**src/sv/fpa_pkg.sv**
```systemverilog
// shared types, constants and helper functions for the fixed-point alu
// no dependencies; used by every module of the block
package fpa_pkg;

	// word and fraction sizes (word size from 8 to 32 bits)
	localparam int W = 32;
	localparam int F = 8;
	localparam int OUT_W = 32;
	localparam int IN_W = 64;

	// dividend width and the restoring divider depth
	localparam int NB = W + F;
	// clamp width, big enough for a shifted integer and for a sum
	localparam int CW = W + F + 1;
	// unsigned quotient width, holds a rounded product or quotient
	localparam int QW = (2 * W + 1 > NB + 1) ? 2 * W + 1 : NB + 1;

	// latencies of the units, counted from the front end registers
	localparam int MUL_LAT = 3;
	localparam int DIV_LAT = NB + 2;
	// front end (two), divider, output register
	localparam int LAT = DIV_LAT + 3;

	localparam logic signed [W-1:0] MAXV = {1'b0, {(W - 1){1'b1}}};
	localparam logic signed [W-1:0] MINV = {1'b1, {(W - 1){1'b0}}};
	localparam logic [W-1:0] MAXV_U = {1'b0, {(W - 1){1'b1}}};
	localparam logic [2*W:0] HALF = (F > 0) ? ((2 * W + 1)'(1) << ((F > 0) ? F - 1 : 0))
		: '0;

	typedef enum logic [3:0] {
		OP_ADD = 4'd0,
		OP_SUB = 4'd1,
		OP_MUL = 4'd2,
		OP_DIV = 4'd3,
		OP_GT = 4'd4,
		OP_LT = 4'd5,
		OP_GE = 4'd6,
		OP_LE = 4'd7,
		OP_EQ = 4'd8,
		OP_NE = 4'd9,
		OP_INC = 4'd10,
		OP_DEC = 4'd11,
		OP_MIN = 4'd12,
		OP_MAX = 4'd13,
		OP_TO_INT = 4'd14,
		OP_FROM_INT = 4'd15
	} op_t;

	typedef enum logic [1:0] {
		ERR_OK = 2'd0,
		ERR_OVF = 2'd1,
		ERR_DIVZ = 2'd2
	} err_t;

	// one result word before packing
	typedef struct packed {
		logic [W-1:0] value;
		logic flag;
		err_t err;
	} res_t;

	// operand magnitudes and signs for the multiplier and divider
	typedef struct packed {
		logic [W-1:0] mag_a;
		logic [W-1:0] mag_b;
		logic neg;
		logic a_neg;
		logic b_zero;
	} opnd_t;

	// saturate a signed wide value to the word range
	function automatic res_t clamp_c(input logic signed [CW-1:0] x);
		res_t r;
		r.flag = 1'b0;
		r.err = ERR_OK;
		r.value = x[W-1:0];
		if (x > CW'(MAXV)) begin
			r.value = MAXV;
			r.err = ERR_OVF;
		end else if (x < CW'(MINV)) begin
			r.value = MINV;
			r.err = ERR_OVF;
		end
		return r;
	endfunction

	// apply a sign to a magnitude and saturate
	function automatic res_t sat_mag(input logic [QW-1:0] q, input logic neg);
		res_t r;
		logic [QW-1:0] nq;
		nq = ~q + QW'(1);
		r.flag = 1'b0;
		r.err = ERR_OK;
		r.value = neg ? nq[W-1:0] : q[W-1:0];
		if (!neg && q > QW'(MAXV_U)) begin
			r.value = MAXV;
			r.err = ERR_OVF;
		end else if (neg && q > QW'(MAXV_U) + QW'(1)) begin
			r.value = MINV;
			r.err = ERR_OVF;
		end
		return r;
	endfunction

endpackage

```
**src/sv/fpa_mul.sv**
```systemverilog
// three-stage multiplier: product, rounding, saturation
// depends on fpa_pkg
module fpa_mul (
	input logic clk,
	input logic ce,
	input fpa_pkg::opnd_t opnd,
	output fpa_pkg::res_t res_s3
);

	logic [2*fpa_pkg::W-1:0] prod_s1;
	logic neg_s1;
	logic [fpa_pkg::QW-1:0] q_s2;
	logic neg_s2;
	logic [2*fpa_pkg::W:0] rnd;

	// product of the magnitudes
	always_ff @(posedge clk) begin
		if (ce) begin
			prod_s1 <= opnd.mag_a * opnd.mag_b;
			neg_s1 <= opnd.neg;
		end
	end

	// round half away from zero on the magnitude
	assign rnd = (2 * fpa_pkg::W + 1)'(prod_s1) + fpa_pkg::HALF;

	always_ff @(posedge clk) begin
		if (ce) begin
			q_s2 <= fpa_pkg::QW'(rnd >> fpa_pkg::F);
			neg_s2 <= neg_s1;
		end
	end

	// sign and saturate
	always_ff @(posedge clk) begin
		if (ce) begin
			res_s3 <= fpa_pkg::sat_mag(q_s2, neg_s2);
		end
	end

endmodule

```
**config.mk**
```make
export PLATFORM = sky130hd
export DESIGN_NAME = fpa_mul
export DESIGN_NICKNAME = d
export VERILOG_FILES = /design/src/sv/fpa_pkg.sv /design/src/sv/fpa_mul.sv
export SDC_FILE = /design/constraint.sdc
export NUM_CORES = 2
export LEC_CHECK = 0
export BUFFER_PORTS_ARGS = -buffer_cell sky130_fd_sc_hd__buf_2
export CAP_MARGIN = 15
export CORE_ASPECT_RATIO = 0.6
export CORE_MARGIN = 2
export CORE_UTILIZATION = 30
export DETAILED_ROUTE_END_ITERATION = 10
export GPL_ROUTABILITY_DRIVEN = 0
export PLACE_DENSITY = 0.41
export SLEW_MARGIN = 20
export SYNTH_ARGS = -nofsm -noshare
export SYNTH_HDL_FRONTEND = slang
export SYNTH_SLANG_ARGS = --single-unit
```
**constraint.sdc**
```tcl
create_clock -name clk -period 11.55 [get_ports clk]
set_clock_uncertainty 0.1 [all_clocks]
set_input_delay 2.31 -clock clk [delete_from_list [all_inputs] [get_ports clk]]
set_output_delay 2.31 -clock clk [all_outputs]
set_load 0.005 [all_outputs]
```
# After elaboration in Yosys (flattened, before gate mapping)
# Index checks and enable logic that the tools add are counted.
word_totals:
  input_bits: 69
  out_inout_bits: 35
  register_bits: 157
  word_cells: 18
op_classes:
  bitwise_logic: 1
  add_sub_neg: 2
  mux: 3
  multipliers: 1
  n_lt_le_gt_ge: 2
  n_reduce_logical: 3
ops:
  columns: ["op", "count"]
  rows:
  - ["adder 64 x 8 -> 65 bit, second input constant", 1]
  - ["multiplier 32 x 32 -> 64 bit", 1]
  - ["two-way mux 32 bit", 2]
  - ["greater-than comparator 57 x 31 -> 1 bit, second input constant", 1]
  - ["greater-than comparator 57 x 32 -> 1 bit, second input constant", 1]
  - ["adder 32 x 1 -> 32 bit, second input constant", 1]
  - ["NOT 32 bit", 1]
  - ["logical AND 1 bit", 2]
  - ["zero test 1 bit", 1]
  - ["two-way mux 1 bit", 1]

# Longest topological paths before layout
depth:
  word_depth: 4
  mapped_depth: 29
  mapped_depth_nobuf: 27

# Worst setup path after synthesis
# Ideal clock, no wire load.
synth_timing:
  path_kind: "input -> register"
  startpoint: "input port opnd[45] (netlist name)"
  endpoint: "register prod_s1[63] (netlist name), data pin"
  t_required_ns: 11.187
  n_path_buf: 1
  setup_ns: 0.263
  cell_stages: 22
  arrival_time_ns: 9.255
  path_slack_ns: 1.933
  cell_sequence: "clkbuf_1 > nand2_1 > fa_1 > inv_1 > fa_1 > fa_1 > fa_1 > fa_1 > fa_1 > fa_1 > inv_1 > fa_1 > inv_1 > ha_1 > inv_1 > nor3_2 > or4b_1 > or4_1 > o221ai_2 > a21oi_2 > o41ai_2 > xnor2_1"
synth_between:
  elab_chain_cells: 1
synth_rtl:
  columns: ["element", "line_no", "source"]
  rows:
  - ["start: declaration", "fpa_mul.sv:6", "input fpa_pkg::opnd_t opnd,"]
  - ["multiplier 32 x 32 -> 64 bit", "fpa_mul.sv:19", "prod_s1 <= opnd.mag_a * opnd.mag_b;"]
  - ["end signal: assignment", "fpa_mul.sv:19", null]
  - ["end: declaration", "fpa_mul.sv:10", "logic [2*fpa_pkg::W-1:0] prod_s1;"]
# Every way passes these cells.
# A chain may end at the register's enable or synchronous reset.

# Worst setup path after layout
layout_timing:
  startpoint: "input port opnd[13] (netlist name)"
  endpoint: "register prod_s1[56] (netlist name), data pin"
# Same word-level chain as after synthesis.

==> run metrics <==
status finished clean; first-pass GRT wire length 198 mm; CTS Sinks between 100 and 150; CP delay by family, top adder cells; CP cell instances buf_2, and2_1, fa_1, fa_1, inv_1, fa_1, fa_1, inv_1, fa_1, fa_1, fa_1, inv_1, fa_1, inv_1, ha_1, nand2_1, or3_1, nor4b_1, o311a_1, o21ai_0, a31oi_1, buf_4, a31oi_1, xnor2_1; Critical-path top delay cell buf_2; DR vias/cell 4.62; Post-Syn Instances roughly 4,200; IO Pins about 100; worst path bufs/invs 6; Period Utilization, post-route 0.923; initial antenna violation count 15; clock root buffer clkbuf_16; Final Critical Period around 11,000 ps; Final setup viols 0; Syn Area/Cell 9.52 um^2; Routed Antenna Nets 0; total CTS buffers 17; final wirelength 130 mm; ratio of cells with drive above 1 in the final layout 0.0569; synthesized area 39,800 um^2; Initial Utilization 0.302; Die H 286 um; vias approximately 28,000; Top FF cell, synth edfxtp_1; Final Non-Filler Cells around 6,000; most common cell after layout, fill and taps aside inv_1; register bit total from synthesis approximately 150; GRT Resource Usage Total 0.197; commonest cells after routing, fill and taps aside 899 x inv_1, 895 x fa_1, 579 x and2_1; H-tree depth 4; DP Cell Count ~6,000; Slew @ Worst Pin between 1000 and 1500 ps; DR pass1 iterations 5; CP max FO 32; setup TNS 0 ps; drt drc 0; postcts setup bufs 0; CP peak stage delay 790 ps; EDFF count, synth 149; fin nets ~5,400; Placement Cell Area around 42,000 um^2; Max Buffers Root-to-Sink 2; number of max-cap violations 0; RSZ-0062 raised after global routing no; Final Hold Slack ~330 ps; Port Buffers 99; sequential share of the synthesized area 0.113; synth unique cells 76; PostCTS Resize Cnt 0; Max Fclk ~94 MHz; Syn-to-layout area delta 7.83%; cts hold-fix bufs 0; pin count of the biggest net entering global routing roughly 80; Post-DP HPWL between 100 and 150 mm; drt first-iter violations about 1,900; clk slew on worst S/H paths 70 ps; vias in the first global route 29,400; die area between 100,000 and 150,000 um^2; core area 132,000 um^2; Die Span X ~470 um; Worst setup EP type register; design area ~43,000 um^2; Avg WL per Cell 21.8 um; crit path kind primary input to register; gr ovfl total 0; Most common cell on crit path fa_1; Post-synth ARST share 0; CP required 11,620 ps; arrival time worst endpoint approximately 11,000 ps; Ys Warns 0; Min-Delay Path Class register to register; CTS tree yes; Pins Over Slew Limit 0; Hold Violations, Final 0; Worst setup SP type primary input; Rel. slew slack 0.275; Clock Latency Late Sink roughly 430 ps; row count 103
## final timing paths
kind,startpoint,endpoint,slack [ps],depth (start not counted)
worst min-delay path,neg_s1,neg_s2,330,0
worst max-delay path,opnd[13],prod_s1[56],890,24
worst max register to register,prod_s1[9],q_s2[48],8160,8
worst min register to register,neg_s1,neg_s2,330,0
## registers in the layout, indices dropped and copies added (netlist names)
name	count
neg_s2	1
res_s3	33
neg_s1	1
q_s2	57
prod_s1	57
## cells in the mapped netlist, types with 3 or more instances
cell type / instances / area share
inv_1: 899 / 0.085
fa_1: 895 / 0.45
and2_1: 579 / 0.091
nand2_1: 526 / 0.050
ha_1: 263 / 0.083
clkbuf_1: 221 / 0.021
edfxtp_1: 149 / 0.11
xnor2_1: 86 / 0.019
a21oi_1: 85 / 0.011
xor2_1: 58 / 0.013
o21ai_0: 50 / 0.0063
nor2_1: 49 / 0.0046
nand4_1: 44 / 0.0069
nand3_1: 38 / 0.0048
o21ai_1: 29 / 0.0036
a21o_1: 22 / 0.0042
and3_1: 16 / 0.0025
nor3_1: 13 / 0.0016
o21bai_1: 13 / 0.0025
o31ai_1: 13 / 0.0025
nor4_1: 11 / 0.0017
o21a_1: 8 / 0.0015
nor2b_1: 7 / 0.0011
a211oi_1: 6 / 0.0011
and4_1: 6 / 0.0013
a31oi_1: 5 / 0.00079
o41ai_1: 5 / 0.0011
or3_1: 5 / 0.00079
a21boi_0: 4 / 0.00076
nand2b_1: 4 / 0.00063
or4_4: 4 / 0.0011
buf_6: 3 / 0.00085
o211ai_1: 3 / 0.00057
## kinds of logic after synthesis
family | after synthesis | synth area share
mux | 1 | 0.000252
buf+inv | 1130 | 0.107
other cells | 1 | 0.0000943
flops | 149 | 0.113
simple gates | 1319 | 0.172
xor+xnor | 144 | 0.0317
compound gates | 273 | 0.0428
fa+ha+maj | 1158 | 0.533
## stage by stage
| stage | utilization | setup slack (ps) |
|---|---|---|
| 2_1_floorplan | - | 1930 |
| 3_3_place_gp | 0.321 | 555 |
| 3_5_place_dp | 0.321 | 513 |
| 4_1_cts | 0.326 | 975 |
| 5_1_grt | 0.326 | 607 |
| 6_report | 0.326 | 886 |
## final cells by class
| type | instances | area [um^2] |
|---|---|---|
| inverter | 900 | 3380 |
| clock buffer | 17 | 425 |
| timing repair buffer | 185 | 1160 |
| sequential | 149 | 4470 |
| clock inverter | 15 | 171 |
| fill | 13741 | 88700 |
| antenna | 7 | 17.5 |
| tap | 1785 | 2230 |
| multi-input combinational | 2897 | 31000 |
## per-layer routing
metal  wire [um]  vias up  global-route usage
met5           0        -                   0
met4        1120        0              0.0185
met3       10600       53              0.0476
met2       50400      757               0.266
met1       67800    14294               0.321
li1            -    12407                   -
## worst reg2reg max path, delay by kind of cell, from the launching register on
kind	cells	cell delay (ps)
xor+xnor	1	180
flops	1	430
simple gates	7	2440
Power is not shown: default switching activity piles up to over one toggle a cycle in this logic, so the estimate is an artifact.
